--- src/hw/rtl/sbd_pkg.sv ---
// Shared types, constants and the channel scaling function for the frame decoder.
package sbd_pkg;

    // Frame layout
    localparam int FRAME_LEN    = 25;
    localparam int FRAME_ADDR_W = $clog2(FRAME_LEN);
    localparam int FIRST_DATA   = 1;
    localparam int LAST_DATA    = 22;
    localparam int FLAG_POS     = 23;
    localparam logic [7:0] START_BYTE = 8'h0F;
    localparam int LOST_BIT     = 2;
    localparam int FS_BIT       = 3;

    // Channel unpacking
    localparam int NUM_CH  = 16;
    localparam int CH_W    = $clog2(NUM_CH);
    localparam int CH_BITS = 11;
    localparam int ACC_W   = CH_BITS - 1 + 8;
    localparam int CNT_W   = $clog2(ACC_W + 1);

    // Scaling: clamp to 173..1811, then (x-173)*1020/1638 + 990.
    // The divide is a multiply by ceil(2^21*1020/1638) and a shift, exact over 0..1638.
    localparam logic [10:0] CLAMP_LO    = 11'd173;
    localparam logic [10:0] CLAMP_HI    = 11'd1811;
    localparam logic [10:0] OUT_BASE    = 11'd990;
    localparam logic [31:0] SCALE_MUL   = 32'd1305919;
    localparam int          SCALE_SHIFT = 21;

    // Timing
    localparam int          MS_W          = 16;
    localparam logic [15:0] TIMEOUT_RESET = 16'd100;
    localparam logic [15:0] MS_MAX        = 16'hFFFF;

    // Input and result kinds
    localparam logic KIND_BYTE   = 1'b0;
    localparam logic KIND_TICK   = 1'b1;
    localparam logic RES_CHANNEL = 1'b0;
    localparam logic RES_STATUS  = 1'b1;

    // Unpacker sequencer states
    typedef enum logic [1:0] {
        UNP_IDLE,
        UNP_SHIFT,
        UNP_LOAD
    } unp_state_t;

    // Channel request from the unpacker to the output stage
    typedef struct packed {
        logic                valid;
        logic [CH_W-1:0]     index;
        logic [CH_BITS-1:0]  raw;
        logic                last;
    } chan_req_t;

    function automatic logic [10:0] scale_raw(input logic [10:0] raw);
        logic [10:0] x;
        logic [31:0] prod;
        x = raw;
        if (x < CLAMP_LO) x = CLAMP_LO;
        if (x > CLAMP_HI) x = CLAMP_HI;
        prod = 32'(x - CLAMP_LO) * SCALE_MUL;
        return 11'(prod[31:SCALE_SHIFT]) + OUT_BASE;
    endfunction

endpackage

--- src/hw/rtl/sbus_frame_decoder_top.sv ---
// Top level of the 16-channel serial frame decoder with failsafe timing.
//
//  channel  | handshake              | payload
//  ---------+------------------------+-------------------------------------------
//  in       | in_valid / in_ready    | kind, byte_value
//  out      | out_valid / out_ready  | result_kind, channel_index, raw_value,
//           |                        | scaled_value, frame_lost, failsafe, last
//  cfg      | cfg_we (no wait)       | cfg_wdata -> timeout_ms
//
// A tick's status result sits in the output register. The byte that completes a frame
// starts a sweep of the frame RAM: 22 byte reads, each issued before it is appended,
// and 16 channels handed out, each waiting while the output register is not free.
// in_ready is low during that sweep and while the output register holds an untaken result.
// Reset is asynchronous, active low; the frame RAM needs no clearing.
module sbus_frame_decoder_top
    import sbd_pkg::*;
(
    input  logic         clk,
    input  logic         rst_n,
    input  logic         in_valid,
    output logic         in_ready,
    input  logic         kind,
    input  logic [7:0]   byte_value,
    output logic         out_valid,
    input  logic         out_ready,
    output logic         result_kind,
    output logic [3:0]   channel_index,
    output logic [10:0]  raw_value,
    output logic [10:0]  scaled_value,
    output logic         frame_lost,
    output logic         failsafe,
    output logic         last,
    input  logic         cfg_we,
    input  logic [15:0]  cfg_wdata
);

    logic [FRAME_ADDR_W-1:0] pos_reg, pos_next;
    logic [7:0]              flag_byte_reg, flag_byte_next;
    logic                    lost_reg, lost_next;
    logic                    fs_reg, fs_next;
    logic [MS_W-1:0]         ms_reg, ms_next;
    logic [MS_W-1:0]         timeout_reg;
    logic                    out_valid_reg, out_valid_next;
    logic                    res_kind_reg;
    logic [3:0]              ch_idx_reg;
    logic [10:0]             raw_reg;
    logic [10:0]             scaled_reg;
    logic                    res_lost_reg;
    logic                    res_fs_reg;
    logic                    res_last_reg;

    logic                    in_fire, tick_fire, byte_take, frame_done;
    logic                    slot_free;
    logic [MS_W-1:0]         ms_inc;
    logic                    unp_busy;
    logic                    rd_en;
    logic [FRAME_ADDR_W-1:0] rd_addr;
    logic [7:0]              rd_data;
    chan_req_t               chan;
    logic                    chan_fire;

    // Input request decode
    assign slot_free  = !out_valid_reg || out_ready;
    assign in_ready   = !unp_busy && slot_free;
    assign in_fire    = in_valid && in_ready;
    assign tick_fire  = in_fire && (kind == KIND_TICK);
    assign byte_take  = in_fire && (kind == KIND_BYTE) &&
                        !(pos_reg == '0 && byte_value != START_BYTE);
    assign frame_done = byte_take && (pos_reg == FRAME_ADDR_W'(FRAME_LEN - 1));
    assign ms_inc     = (ms_reg == MS_MAX) ? ms_reg : ms_reg + 1'b1;
    assign chan_fire  = chan.valid && slot_free;

    // Frame byte store
    sbd_ram #(
        .WIDTH (8),
        .DEPTH (FRAME_LEN)
    ) u_frame_ram (
        .clk     (clk),
        .wr_en   (byte_take),
        .wr_addr (pos_reg),
        .wr_data (byte_value),
        .rd_en   (rd_en),
        .rd_addr (rd_addr),
        .rd_data (rd_data)
    );

    // Channel unpacking sequencer
    sbd_unpacker u_unpacker (
        .clk        (clk),
        .rst_n      (rst_n),
        .start      (frame_done),
        .busy       (unp_busy),
        .rd_en      (rd_en),
        .rd_addr    (rd_addr),
        .rd_data    (rd_data),
        .chan       (chan),
        .chan_ready (slot_free)
    );

    // Frame position, flags and elapsed time
    always_comb
    begin
        pos_next       = pos_reg;
        flag_byte_next = flag_byte_reg;
        lost_next      = lost_reg;
        fs_next        = fs_reg;
        ms_next        = ms_reg;
        if (tick_fire)
        begin
            ms_next = ms_inc;
        end
        if (byte_take)
        begin
            if (pos_reg == FRAME_ADDR_W'(FLAG_POS))
            begin
                flag_byte_next = byte_value;
            end
            if (frame_done)
            begin
                pos_next  = '0;
                lost_next = flag_byte_reg[LOST_BIT];
                fs_next   = flag_byte_reg[FS_BIT];
                ms_next   = '0;
            end
            else
            begin
                pos_next = pos_reg + 1'b1;
            end
        end
    end

    always_ff @(posedge clk or negedge rst_n)
    begin
        if (!rst_n)
        begin
            pos_reg       <= '0;
            flag_byte_reg <= '0;
            lost_reg      <= 1'b0;
            fs_reg        <= 1'b0;
            ms_reg        <= '0;
            timeout_reg   <= TIMEOUT_RESET;
        end
        else
        begin
            pos_reg       <= pos_next;
            flag_byte_reg <= flag_byte_next;
            lost_reg      <= lost_next;
            fs_reg        <= fs_next;
            ms_reg        <= ms_next;
            if (cfg_we)
            begin
                timeout_reg <= cfg_wdata;
            end
        end
    end

    // Output register: a status result on a tick, or a channel from the unpacker
    always_comb
    begin
        out_valid_next = out_valid_reg;
        if (out_ready)
        begin
            out_valid_next = 1'b0;
        end
        if (tick_fire || chan_fire)
        begin
            out_valid_next = 1'b1;
        end
    end

    always_ff @(posedge clk or negedge rst_n)
    begin
        if (!rst_n)
        begin
            out_valid_reg <= 1'b0;
        end
        else
        begin
            out_valid_reg <= out_valid_next;
        end
    end

    always_ff @(posedge clk)
    begin
        if (tick_fire)
        begin
            res_kind_reg <= RES_STATUS;
            ch_idx_reg   <= '0;
            raw_reg      <= '0;
            scaled_reg   <= OUT_BASE;
            res_lost_reg <= lost_reg;
            res_fs_reg   <= fs_reg || (ms_inc > timeout_reg);
            res_last_reg <= 1'b1;
        end
        else if (chan_fire)
        begin
            // elapsed time was just cleared, so only the frame's bit counts
            res_kind_reg <= RES_CHANNEL;
            ch_idx_reg   <= 4'(chan.index);
            raw_reg      <= 11'(chan.raw);
            scaled_reg   <= scale_raw(11'(chan.raw));
            res_lost_reg <= lost_reg;
            res_fs_reg   <= fs_reg;
            res_last_reg <= chan.last;
        end
    end

    assign out_valid     = out_valid_reg;
    assign result_kind   = res_kind_reg;
    assign channel_index = ch_idx_reg;
    assign raw_value     = raw_reg;
    assign scaled_value  = scaled_reg;
    assign frame_lost    = res_lost_reg;
    assign failsafe      = res_fs_reg;
    assign last          = res_last_reg;

`ifndef SYNTHESIS
    // A completed frame starts the channel sweep at once
    assert property (@(posedge clk) disable iff (!rst_n)
        frame_done |=> unp_busy)
        else $error("frame completed but unpacker idle");

    // No new request is taken while channels are still being produced
    assert property (@(posedge clk) disable iff (!rst_n)
        in_ready |-> !unp_busy && !chan.valid)
        else $error("input ready during channel sweep");

    // Elapsed time saturates instead of wrapping
    assert property (@(posedge clk) disable iff (!rst_n)
        tick_fire && ms_reg == MS_MAX |=> ms_reg == MS_MAX)
        else $error("elapsed counter wrapped");

    // A completed frame clears elapsed time and the frame position
    assert property (@(posedge clk) disable iff (!rst_n)
        frame_done |=> ms_reg == '0 && pos_reg == '0)
        else $error("frame completion did not clear position and elapsed time");
`endif

endmodule

--- src/hw/rtl/sbd_ram.sv ---
// Generic single-write, single-read synchronous RAM with registered read data.
module sbd_ram #(
    parameter int WIDTH = 8,
    parameter int DEPTH = 25
) (
    input  logic                     clk,
    input  logic                     wr_en,
    input  logic [$clog2(DEPTH)-1:0] wr_addr,
    input  logic [WIDTH-1:0]         wr_data,
    input  logic                     rd_en,
    input  logic [$clog2(DEPTH)-1:0] rd_addr,
    output logic [WIDTH-1:0]         rd_data
);

    logic [WIDTH-1:0] mem [DEPTH];
    logic [WIDTH-1:0] rd_data_reg;

    // Write port
    always_ff @(posedge clk)
    begin
        if (wr_en)
        begin
            mem[wr_addr] <= wr_data;
        end
    end

    // Registered read port
    always_ff @(posedge clk)
    begin
        if (rd_en)
        begin
            rd_data_reg <= mem[rd_addr];
        end
    end

    assign rd_data = rd_data_reg;

endmodule

--- src/hw/rtl/sbd_unpacker.sv ---
// Sweeps the stored frame bytes through a bit buffer and issues sixteen 11-bit channels.
module sbd_unpacker
    import sbd_pkg::*;
(
    input  logic                    clk,
    input  logic                    rst_n,
    input  logic                    start,
    output logic                    busy,
    output logic                    rd_en,
    output logic [FRAME_ADDR_W-1:0] rd_addr,
    input  logic [7:0]              rd_data,
    output chan_req_t               chan,
    input  logic                    chan_ready
);

    unp_state_t              state_reg, state_next;
    logic [ACC_W-1:0]        acc_reg, acc_next;
    logic [CNT_W-1:0]        nbits_reg, nbits_next;
    logic [FRAME_ADDR_W-1:0] addr_reg, addr_next;
    logic [CH_W-1:0]         ch_reg, ch_next;
    logic                    have_chan;

    assign have_chan = (nbits_reg >= CNT_W'(CH_BITS));

    // State register
    always_ff @(posedge clk or negedge rst_n)
    begin
        if (!rst_n)
        begin
            state_reg <= UNP_IDLE;
        end
        else
        begin
            state_reg <= state_next;
        end
    end

    // Bit buffer and sweep counters
    always_ff @(posedge clk or negedge rst_n)
    begin
        if (!rst_n)
        begin
            nbits_reg <= '0;
            addr_reg  <= '0;
            ch_reg    <= '0;
        end
        else
        begin
            nbits_reg <= nbits_next;
            addr_reg  <= addr_next;
            ch_reg    <= ch_next;
        end
    end

    always_ff @(posedge clk)
    begin
        acc_reg <= acc_next;
    end

    // Next state and outputs
    always_comb
    begin
        state_next = state_reg;
        acc_next   = acc_reg;
        nbits_next = nbits_reg;
        addr_next  = addr_reg;
        ch_next    = ch_reg;
        rd_en      = 1'b0;
        rd_addr    = addr_reg;
        chan.valid = 1'b0;
        chan.index = ch_reg;
        chan.raw   = acc_reg[CH_BITS-1:0];
        chan.last  = (ch_reg == CH_W'(NUM_CH - 1));
        unique case (state_reg)
            UNP_IDLE:
            begin
                if (start)
                begin
                    acc_next   = '0;
                    nbits_next = '0;
                    addr_next  = FRAME_ADDR_W'(FIRST_DATA);
                    ch_next    = '0;
                    state_next = UNP_SHIFT;
                end
            end
            UNP_SHIFT:
            begin
                if (have_chan)
                begin
                    // enough bits buffered: hand out one channel
                    chan.valid = 1'b1;
                    if (chan_ready)
                    begin
                        acc_next   = acc_reg >> CH_BITS;
                        nbits_next = nbits_reg - CNT_W'(CH_BITS);
                        ch_next    = ch_reg + 1'b1;
                        if (chan.last)
                        begin
                            state_next = UNP_IDLE;
                        end
                    end
                end
                else
                begin
                    // fetch the next data byte
                    rd_en      = 1'b1;
                    state_next = UNP_LOAD;
                end
            end
            UNP_LOAD:
            begin
                // append the byte above the bits already held, LSB first
                acc_next   = acc_reg | (ACC_W'(rd_data) << nbits_reg);
                nbits_next = nbits_reg + CNT_W'(8);
                addr_next  = addr_reg + 1'b1;
                state_next = UNP_SHIFT;
            end
            default:
            begin
                state_next = UNP_IDLE;
            end
        endcase
    end

    assign busy = (state_reg != UNP_IDLE);

`ifndef SYNTHESIS
    // A load always follows the read issued in the cycle before
    assert property (@(posedge clk) disable iff (!rst_n)
        state_reg == UNP_LOAD |-> $past(rd_en))
        else $error("unpacker load without a preceding read");

    // Reads never leave the channel data bytes
    assert property (@(posedge clk) disable iff (!rst_n)
        rd_en |-> (addr_reg >= FRAME_ADDR_W'(FIRST_DATA) &&
                   addr_reg <= FRAME_ADDR_W'(LAST_DATA)))
        else $error("unpacker read outside channel bytes");

    // The final channel handed out ends the sweep
    assert property (@(posedge clk) disable iff (!rst_n)
        chan.valid && chan_ready && chan.last |=> state_reg == UNP_IDLE)
        else $error("unpacker still busy after last channel");

    // The bit buffer never holds more than a byte beyond a partial channel
    assert property (@(posedge clk) disable iff (!rst_n)
        busy |-> nbits_reg <= CNT_W'(ACC_W))
        else $error("unpacker bit buffer overflow");
`endif

endmodule
--- config.mk ---
export PLATFORM = sky130hd
export DESIGN_NAME = sbus_frame_decoder_top
export DESIGN_NICKNAME = d
export VERILOG_FILES = /design/src/hw/rtl/sbd_pkg.sv /design/src/hw/rtl/sbus_frame_decoder_top.sv /design/src/hw/rtl/sbd_ram.sv /design/src/hw/rtl/sbd_unpacker.sv
export SDC_FILE = /design/constraint.sdc
export NUM_CORES = 1
export LEC_CHECK = 0
export BUFFER_PORTS_ARGS = -buffer_cell sky130_fd_sc_hd__buf_2
export CORE_UTILIZATION = 35
export DETAILED_ROUTE_END_ITERATION = 16
export SYNTH_ARGS = -nofsm -noshare
export SYNTH_HDL_FRONTEND = slang
export SYNTH_SLANG_ARGS = --single-unit
--- constraint.sdc ---
create_clock -name clk -period 21.9 [get_ports clk]
set_input_delay 2.19 -clock clk [delete_from_list [all_inputs] [get_ports clk]]
set_output_delay 2.19 -clock clk [all_outputs]
set_load 0.02 [all_outputs]
==> results of run 1 <==
## worst max-delay path, delay by kind of cell (launching register included)
family	cells	cell delay [ps]
AND/OR/NAND/NOR	10	3380
adder cells (fa/ha/maj)	7	3270
AO/OA/AOI/OAI	11	2060
XOR/XNOR	1	660
flip-flops	1	520
buffers and inverters	4	300
## per-layer routing
layer	track usage	up-vias	share of wire
met5	0	-	0
met4	0.0418	0	0.019
met3	0.0223	57	0.048
met2	0.252	289	0.47
met1	0.219	5948	0.46
li1	-	5578	-
## layout make-up
cell class / instances / share of cell area
Timing Repair Buffer: 70 / 0.0180
Multi-Input combinational cell: 978 / 0.416
Inverter: 191 / 0.0347
Clock inverter: 18 / 0.0143
Sequential cell: 314 / 0.429
Tap cell: 680 / 0.0411
Clock buffer: 47 / 0.0475
## path summary, 6_finish.rpt
path,to,slack (ps),depth (start not counted)
setup / recovery,scaled_value[10]$_SDFFE_PP0P_,11600,33
min in group asynchronous,ms_reg[4]$_DFF_PN0_,1800,2
hold / removal,result_kind$_SDFFE_PP1P_,450,2
setup reg to reg,scaled_value[10]$_SDFFE_PP0P_,11600,33
hold reg to reg,result_kind$_SDFFE_PP1P_,450,2
max in group asynchronous,u_unpacker.rd_addr[0]$_DFFE_PN0P_,19470,2
## stage by stage
step,instances,setup slack (ps),utilization,instance area (um^2)
global route,2298,10990,0.401,20700
global placement,2233,11950,0.376,19400
detailed placement,2233,11720,0.376,19400
CTS,2298,11680,0.401,20700
floorplan,1544,12800,-,18400
finish,2298,11600,0.401,20700
## synth_stat cells (all sizes together) (13+ instances only)
cell / count / area share
mux2: 25 / 0.015
nand2: 154 / 0.031
nor3: 25 / 0.0068
nand3: 31 / 0.0084
nand4: 15 / 0.0051
o21ai: 76 / 0.021
dfrtp: 55 / 0.075
xnor2: 22 / 0.011
a21oi: 77 / 0.021
or3: 14 / 0.0048
edfxtp: 228 / 0.37
mux4: 56 / 0.069
clkbuf: 48 / 0.0098
ha: 125 / 0.085
inv: 190 / 0.039
dfxtp: 28 / 0.030
o211ai: 16 / 0.0065
mux2i: 15 / 0.0082
nor2: 82 / 0.017
fa: 82 / 0.089
buf: 13 / 0.0028
## logic make-up (layout without fill, tap and decap cells)
group                      count (synthesis)  in the layout  synth area share
and+or+nand+nor                          391            391            0.0994
DFF                                      314            314             0.481
buffers and inverters                    252            326            0.0515
AOI/OAI and AO/OA                        250            250            0.0851
adders and majority gates                207            207             0.174
muxes                                     96             96            0.0920
xor gates and xnor gates                  34             34            0.0166
==> summary.txt, run 1 <==
CTS
  • CTS tree: yes
  • Clk_lat worst skew: 550 ps
  • Clock Path Buffers: 3
  • Clock transition at the registers of the reported paths: 60 ps
  • Post-CTS Resized: 0
  • Hold-fix buffers, CTS: 0
  • Total clock sinks: approximately 310
  • Post-CTS Setup Bufs: 0
  • CTS Root Cell: clkbuf_16
  • Clock buffer count from CTS: 36
  • Htree depth: 2

Finish
  • Share of layout cells above drive strength 1: 0.146
  • Leading cell types in the layout, fill and taps excluded: 228 x edfxtp_1, 190 x inv_1, 154 x nand2_1
  • Area occupied by multi-input gates: 8600 um^2
  • Filler cell count in the final layout: 4832
  • Area Growth Syn to Fin: 12.4%
  • Largest register FFs: 200
  • Commonest non-fill, non-tap cell in the layout: edfxtp_1
  • # diodes: 0
  • Nets: 1828
  • Sequential standard cell area: 8870 um^2

STA
  • Fmax: 0.0971 GHz
  • Fin crit period: between 10000 and 15000 ps
  • Tcrit/Tclk final: 0.470
  • Fin Setup TNS: 0 ps
  • Relative slew margins: 0.294
  • Unrepaired setup endpoints after global routing: false
  • Final Hold Vio Count: 0
  • Slew Viols, Final: 0
  • Setup Skew: between 20 and 25 ps
  • Worst-margin pin slew: 1060 ps
  • # setup viols final: 0
  • Worst Hold Slack: 445 ps

Drt
  • Drt first-iter violations: 894
  • WL final: 41.3 mm
  • Vias post-DR: 11.9k
  • Final ANT Viol Nets: 0
  • DRT Pass-1 Iters: 5
  • DR WL/cell: between 15 and 20 um
  • Drt via density: 5.17
  • DR DRC count: 0

Run
  • Max cap viols: 0

Floorplanning
  • IO Pins: 62
  • Initial Utilization: 0.357
  • Die width: 231 um
  • Die Height: 231 um
  • Site Rows: 83
  • Full die area: 53500 um^2
  • Core area: 51600 um^2

Global routing
  • Gr usage total: 0.156
  • Initial antenna violation count: 0
  • Global-route wire length before repair: 65.3 mm
  • Overflow after GRT: 0
  • Largest net degree at the start of global routing: 59
  • Vias in the first global route: 11.8k

Place
  • IO Port Bufs: 61
  • Routability cong.: 0.877
  • DPL Wire Length: 29.5 mm

Yosys
  • Sequential fraction of the synthesis area: 0.481
  • EDFF count, synth: 228
  • Ys Warns: 0
  • Cell Area, Synth: 18400 um^2
  • Synth Register Bits: about 310
  • Top_reg_cell synth: edfxtp_1
  • Ys async rst share: 0.185
  • Post-synth cell types: between 70 and 80
  • Mapped Avg Cell Area: 11.9 um^2
  • Syn nets: 1781
  • Post-synthesis cell count: roughly 1.5k

Worst hold path
  • Worst Hold Class: reg2reg
  • Min-delay src: result_kind$_SDFFE_PP1P_

Setup path
  • Reg-to-reg startpoint: u_unpacker.acc_reg[3]$_DFFE_PP_
  • Worst Setup SP: u_unpacker.acc_reg[3]$_DFFE_PP_
  • CP startpoint kind: flip-flop
  • Worst EP arrival: 10760 ps
  • Most used cell, CP: fa_1
  • Slowest cell on crit path: nor3_1
  • Delay of the slowest cell on the worst path: 730 ps
  • Crit end category: flip-flop
  • Setup CP Type: reg2reg
  • Crit-path max FO: 9
  • WP data required: 22360 ps

Status
  • Status: complete, no violations
Power of run 1 is not shown: default switching activity piles up to over one toggle a cycle in this logic, so the estimate is an artifact.
==> run 2: changes to the inputs <==
Settings changed: ABC_AREA from default to 1.
Clock period 21.9 ns to 9.9 ns, I/O delays scaled along.
==> summary.txt, run 2 <==
Status
  • Status: complete, no violations (unchanged)

Setup path
  • Setup CP Type: reg2reg (unchanged)
  • WP data required: 10340 ps (was 22360 ps)
  • Crit end category: flip-flop (unchanged)
  • Worst Setup SP: u_unpacker.acc_reg[4]$_DFFE_PP_ (was u_unpacker.acc_reg[3]$_DFFE_PP_)
  • R2R setup slack: 1530 ps (was 11600 ps)
  • CP bufs+invs: 11 (was 4)
  • Worst EP arrival: 8810 ps (was 10760 ps)
  • CP startpoint kind: flip-flop (unchanged)
  • Crit-path leading delay family: adder cells (was simple AND/OR/NAND/NOR gates)
  • Crit-path max FO: 14 (was 9)
  • Slowest cell on crit path: o21ai_0 (was nor3_1)
  • Reg-to-reg startpoint: u_unpacker.acc_reg[4]$_DFFE_PP_ (was u_unpacker.acc_reg[3]$_DFFE_PP_)
  • Delay of the slowest cell on the worst path: 730 ps (about the same)
  • Most used cell, CP: nand2_1 (was fa_1)

STA
  • Fmax: 0.120 GHz (was 0.0971 GHz)
  • Relative slew margins: 0.248 (was 0.294)
  • Slew Viols, Final: 0 (unchanged)
  • Fin crit period: 8370 ps (was 10300 ps)
  • Setup Skew: 29.0 ps (was 21.7 ps)
  • Final worst setup slack: 1530 ps (was 11600 ps)
  • Unrepaired setup endpoints after global routing: false (unchanged)
  • Fin Setup TNS: 0 ps (unchanged)
  • Tcrit/Tclk final: 0.845 (was 0.470)
  • # setup viols final: 0 (unchanged)
  • Final Hold Vio Count: 0 (unchanged)
  • Worst-margin pin slew: 1120 ps (was 1060 ps)

Yosys
  • Yosys top cell by area: edfxtp_1 (unchanged)
  • Post-synth cell types: 64 (was 78)
  • Ranking of synthesized cells by area: edfxtp_1 36%, fa_1 8.6%, ha_1 8.2% (was edfxtp_1 37%, fa_1 8.9%, ha_1 8.5%)
  • Synth Register Bits: 314 (unchanged)
  • Top cells by count, synth: 325 x nand2_1, 309 x inv_1, 248 x nor2_1, 228 x edfxtp_1, 187 x o21ai_0 (was 228 x edfxtp_1, 190 x inv_1, 154 x nand2_1, 125 x ha_1, 82 x fa_1)
  • Syn nets: 2280 (was 1781)
  • Ys async rst share: 0.185 (unchanged)
  • Post-synthesis cell count: 2043 (was 1544)
  • Cell Area, Synth: 19100 um^2 (was 18400 um^2)
  • Mapped Avg Cell Area: 9.35 um^2 (was 11.9 um^2)
  • Most frequent cell after synthesis: nand2_1 (was edfxtp_1)
  • Sequential fraction of the synthesis area: 0.464 (was 0.481)
  • Top_reg_cell synth: edfxtp_1 (unchanged)
  • Yosys top cell area share: 0.358 (was 0.372)
  • EDFF count, synth: 228 (unchanged)
  • Ys Warns: 0 (unchanged)

Drt
  • DR DRC count: 0 (unchanged)
  • Drt via density: 5.09 (was 5.17)
  • Drt first-iter violations: 1152 (was 894)
  • DR WL/cell: 17.7 um (was 18.0 um)
  • WL final: 49.8 mm (was 41.3 mm)
  • Final ANT Viol Nets: 0 (unchanged)
  • Vias post-DR: 14.3k (was 11.9k)
  • DRT Pass-1 Iters: 5 (unchanged)

Place
  • Routability cong.: 0.946 (was 0.877)
  • Setup WS pre-CTS: 1560 ps (was 11720 ps)
  • DPL Wire Length: 36.3 mm (was 29.5 mm)
  • IO Port Bufs: 61 (unchanged)
  • Placed Cells: 2753 (was 2233)

CTS
  • Hold-fix buffers, CTS: 0 (unchanged)
  • Total clock sinks: 314 (unchanged)
  • CTS Root Cell: clkbuf_16 (unchanged)
  • Htree depth: 2 (unchanged)
  • Clock buffer count from CTS: 37 (was 36)
  • Clk_lat worst skew: 560 ps (was 550 ps)
  • Clock Path Buffers: 3 (unchanged)
  • Post-CTS Resized: 0 (unchanged)
  • CTS tree: yes (unchanged)
  • Post-CTS Setup Bufs: 0 (unchanged)
  • Clock transition at the registers of the reported paths: 60 ps (about the same)

Floorplanning
  • IO Pins: 62 (unchanged)
  • Full die area: 55500 um^2 (was 53500 um^2)
  • Die Height: 236 um (was 231 um)
  • Initial Utilization: 0.354 (was 0.357)
  • Site Rows: 85 (was 83)
  • Core area: 53900 um^2 (was 51600 um^2)
  • Die width: 236 um (was 231 um)

Worst hold path
  • Min-delay src: result_kind$_SDFFE_PP1P_ (unchanged)
  • Worst Hold Class: reg2reg (unchanged)

Global routing
  • Vias in the first global route: 14.2k (was 11.8k)
  • Overflow after GRT: 0 (unchanged)
  • Gr usage total: 0.180 (was 0.156)
  • Largest net degree at the start of global routing: 99 (was 59)
  • Initial antenna violation count: 0 (unchanged)
  • Global-route wire length before repair: 78.5 mm (was 65.3 mm)

Finish
  • Leading cell types in the layout, fill and taps excluded: 325 x nand2_1, 308 x inv_1, 248 x nor2_1 (was 228 x edfxtp_1, 190 x inv_1, 154 x nand2_1)
  • # diodes: 0 (unchanged)
  • Area Growth Syn to Fin: 11.7% (was 12.4%)
  • Filler cell count in the final layout: 5269 (was 4832)
  • Non-Filler Instances: 2820 (was 2298)
  • Nets: 2333 (was 1828)
  • Commonest non-fill, non-tap cell in the layout: nand2_1 (was edfxtp_1)
  • Largest register FFs: 200 (unchanged)
  • Share of layout cells above drive strength 1: 0.0815 (was 0.146)

Run
  • Max cap viols: 0 (unchanged)
## run 2: cell count changes after synthesis, sizes merged, moves of 12 or more
cell    before  now
nand2      154  336
nor2        82  257
inv        190  323
o21ai       76  192
nand3       31   88
mux4        56    0
o22ai        4   29
mux2        25    1
o221ai       1   19
xnor2       22    4
or3         14    0
nand2b      12    0
nor2b       12    0
o21a        12    0
## run 2: cell type report
| type | count | area [um^2] | share of cell area |
|---|---|---|---|
| Inverter | 325 | 1220 | 0.0573 |
| Timing Repair Buffer | 69 | 365 | 0.0171 |
| Clock inverter | 12 | 193 | 0.00903 |
| Multi-Input combinational cell | 1349 | 8790 | 0.412 |
| Tap cell | 696 | 871 | 0.0408 |
| Clock buffer | 55 | 1020 | 0.0480 |
| Sequential cell | 314 | 8860 | 0.415 |
## run 2: cell families after synthesis
kind of cell / after synthesis / share of synthesized area
xor gates and xnor gates: 19 / 0.00910
and+or+nand+nor: 739 / 0.166
adders and majority gates: 207 / 0.168
AOI/OAI and AO/OA: 379 / 0.115
muxes: 5 / 0.00269
DFF: 314 / 0.464
buffers and inverters: 380 / 0.0757
## run 2: per-layer routing
| metal | track usage | wire [um] |
|---|---|---|
| met5 | 0 | 0 |
| met4 | 0.0533 | 1020 |
| met3 | 0.0244 | 2580 |
| met2 | 0.306 | 24200 |
| met1 | 0.238 | 22000 |
## run 2: stage by stage
stage | hold WS [ps] | instance area, um^2 | util
after floorplan | 425 | 19100 | -
after global placement | 441 | 20100 | 0.373
after detailed placement | 431 | 20100 | 0.373
after CTS | 446 | 21300 | 0.396
after global routing | 470 | 21300 | 0.396
final | 445 | 21300 | 0.396
## run 2: final timing paths
kind                                                endpoint  depth (start not counted)
setup reg to reg                scaled_value[9]$_SDFFE_PP1P_                         46
hold reg to reg                     result_kind$_SDFFE_PP1P_                          2
setup / recovery                scaled_value[9]$_SDFFE_PP1P_                         46
hold / removal                      result_kind$_SDFFE_PP1P_                          2
max in group asynchronous  u_unpacker.rd_addr[0]$_DFFE_PN0P_                          2
min in group asynchronous         timeout_reg[8]$_DFFE_PN0P_                          2
## run 2: tightest hold or removal path: cells and delay by family, from the launching register on
kind             cells  cell delay, ps
flip-flops           1             320
AND/OR/NAND/NOR      2             100
Power of run 2 is left out for the same reason.
==> run 3: changes to the inputs <==
Clock period 9.9 ns to 6.9 ns, I/O delays scaled along.
==> summary.txt, run 3 (same netlist as run 2, synthesis figures left out) <==
Status
  • Status: complete, no violations (unchanged)

Finish
  • Area occupied by multi-input gates: 9630 um^2 (was 8790 um^2)
  • Area Growth Syn to Fin: 22.9% (was 11.7%)
  • Largest register FFs: 200 (unchanged)
  • Share of layout cells above drive strength 1: 0.225 (was 0.0815)
  • Sequential standard cell area: 8860 um^2 (unchanged)
  • Commonest non-fill, non-tap cell in the layout: inv_1 (was nand2_1)
  • # diodes: 0 (unchanged)
  • Leading cell types in the layout, fill and taps excluded: 290 x inv_1, 274 x nand2_1, 228 x edfxtp_1 (was 325 x nand2_1, 308 x inv_1, 248 x nor2_1)
  • Nets: 2510 (was 2333)
  • Filler cell count in the final layout: 5063 (was 5269)

STA
  • Final worst setup slack: 47.8 ps (was 1530 ps)
  • Tcrit/Tclk final: 0.993 (was 0.845)
  • Slew Viols, Final: 0 (unchanged)
  • Relative slew margins: 0.312 (was 0.248)
  • Fmax: 0.146 GHz (was 0.120 GHz)
  • Unrepaired setup endpoints after global routing: true (was false)
  • # setup viols final: 0 (unchanged)
  • Setup Skew: 20.6 ps (was 29.0 ps)
  • Fin crit period: 6850 ps (was 8370 ps)
  • Final Hold Vio Count: 0 (unchanged)
  • Worst-margin pin slew: 1030 ps (was 1120 ps)
  • Worst Hold Slack: 302 ps (was 445 ps)
  • Fin Setup TNS: 0 ps (unchanged)

Place
  • IO Port Bufs: 61 (unchanged)
  • Setup WS pre-CTS: -367 ps (was 1560 ps)
  • DPL Wire Length: 36.8 mm (was 36.3 mm)
  • Routability cong.: 0.927 (was 0.946)

Setup path
  • CP startpoint kind: flip-flop (unchanged)
  • Crit end category: flip-flop (unchanged)
  • Crit-path max FO: 5 (was 14)
  • Delay of the slowest cell on the worst path: 610 ps (was 730 ps)
  • WP data required: 7330 ps (was 10340 ps)
  • CP bufs+invs: 13 (was 11)
  • Most used cell, CP: buf_4 (was nand2_1)
  • R2R setup slack: 50 ps (was 1530 ps)
  • Crit-path leading delay family: adder cells (unchanged)
  • Setup CP Type: reg2reg (unchanged)
  • Slowest cell on crit path: fa_2 (was o21ai_0)
  • Worst EP arrival: 7280 ps (was 8810 ps)

Drt
  • Drt first-iter violations: 1028 (was 1152)
  • Vias post-DR: 15.0k (was 14.3k)
  • Final ANT Viol Nets: 0 (unchanged)
  • DR DRC count: 0 (unchanged)
  • Drt via density: 5.00 (was 5.09)
  • DR WL/cell: 17.1 um (was 17.7 um)
  • WL final: 51.2 mm (was 49.8 mm)
  • DRT Pass-1 Iters: 5 (unchanged)

CTS
  • Clock buffer count from CTS: 36 (was 37)
  • CTS tree: yes (unchanged)
  • Clk_lat worst skew: 550 ps (was 560 ps)
  • CTS Root Cell: clkbuf_16 (unchanged)
  • Clock Path Buffers: 3 (unchanged)
  • Clock transition at the registers of the reported paths: 60 ps (about the same)
  • Total clock sinks: 314 (unchanged)
  • Htree depth: 2 (unchanged)

Floorplanning
  • Die width: 236 um (unchanged)
  • Core area: 53900 um^2 (unchanged)
  • Site Rows: 85 (unchanged)
  • Full die area: 55500 um^2 (unchanged)
  • Die Height: 236 um (unchanged)
  • Initial Utilization: 0.354 (unchanged)
  • IO Pins: 62 (unchanged)

Global routing
  • Largest net degree at the start of global routing: 100 (was 99)
  • Global-route wire length before repair: 80.8 mm (was 78.5 mm)
  • Gr usage total: 0.183 (was 0.180)
  • Overflow after GRT: 0 (unchanged)
  • Vias in the first global route: 14.9k (was 14.2k)
  • Initial antenna violation count: 0 (unchanged)

Worst hold path
  • Worst Hold Class: in2async (was reg2reg)

Run
  • Max cap viols: 0 (unchanged)
==> run 3: cell types whose count changed in the layout (fill, tap and decap cells not counted), sizes merged <==
cell      change
clkinvlp      -1
clkinv        +7
inv           +2
buf         +178
clkbuf        -9
bufinv        -1
==> run 3: worst reg2reg max path, delay by kind of cell, from the launching register on <==
family	cells	cell delay (ps)
AO/OA/AOI/OAI	1	180
XOR/XNOR	2	210
adder cells (fa/ha/maj)	7	3100
buffers and inverters	13	900
flip-flops	1	410
AND/OR/NAND/NOR	20	1920
==> run 3: cell type report <==
class | count | area share
multi-input combinational | 1349 | 0.410
sequential | 314 | 0.377
timing repair buffer | 247 | 0.0736
inverter | 325 | 0.0522
clock buffer | 46 | 0.0408
tap | 696 | 0.0371
clock inverter | 19 | 0.00874
==> run 3: final timing paths <==
path / startpoint / endpoint / depth (start not counted)
min: rst_n / timeout_reg[9]$_DFFE_PN0P_ / 2
max in group asynchronous: rst_n / u_unpacker.rd_addr[0]$_DFFE_PN0P_ / 2
min in group clk: cfg_wdata[12] / timeout_reg[12]$_DFFE_PN0P_ / 3
min reg2reg: raw_value[2]$_SDFFE_PP0P_ / raw_value[2]$_SDFFE_PP0P_ / 2
max reg2reg: u_unpacker.acc_reg[8]$_DFFE_PP_ / scaled_value[10]$_SDFFE_PP0P_ / 43
max: u_unpacker.acc_reg[8]$_DFFE_PP_ / scaled_value[10]$_SDFFE_PP0P_ / 43
==> run 3: routing by layer <==
metal	track usage	up-vias	wire, um
li1	-	7325	-
met1	0.248	7240	23200
met2	0.302	357	24400
met3	0.0292	63	2490
met4	0.0503	0	1100
met5	0	-	0
==> run 3: timing repair <==
action | 4_1_cts | 5_1_grt
hold buffers | 0 | 0
pin swaps | 55 | 75
setup endpoints to repair | 9 | 10
resized for setup | 84 | 119
buffers inserted | 26 | 17
==> run 3: metrics by stage <==
stage          area [um^2]  cells  utilization
2_1_floorplan        19200   2043            -
3_3_place_gp         21200   2888        0.393
3_5_place_dp         21200   2888        0.393
4_1_cts              22900   2979        0.425
5_1_grt              23500   2996        0.436
6_report             23500   2996        0.436
Power of run 3 is left out for the same reason.
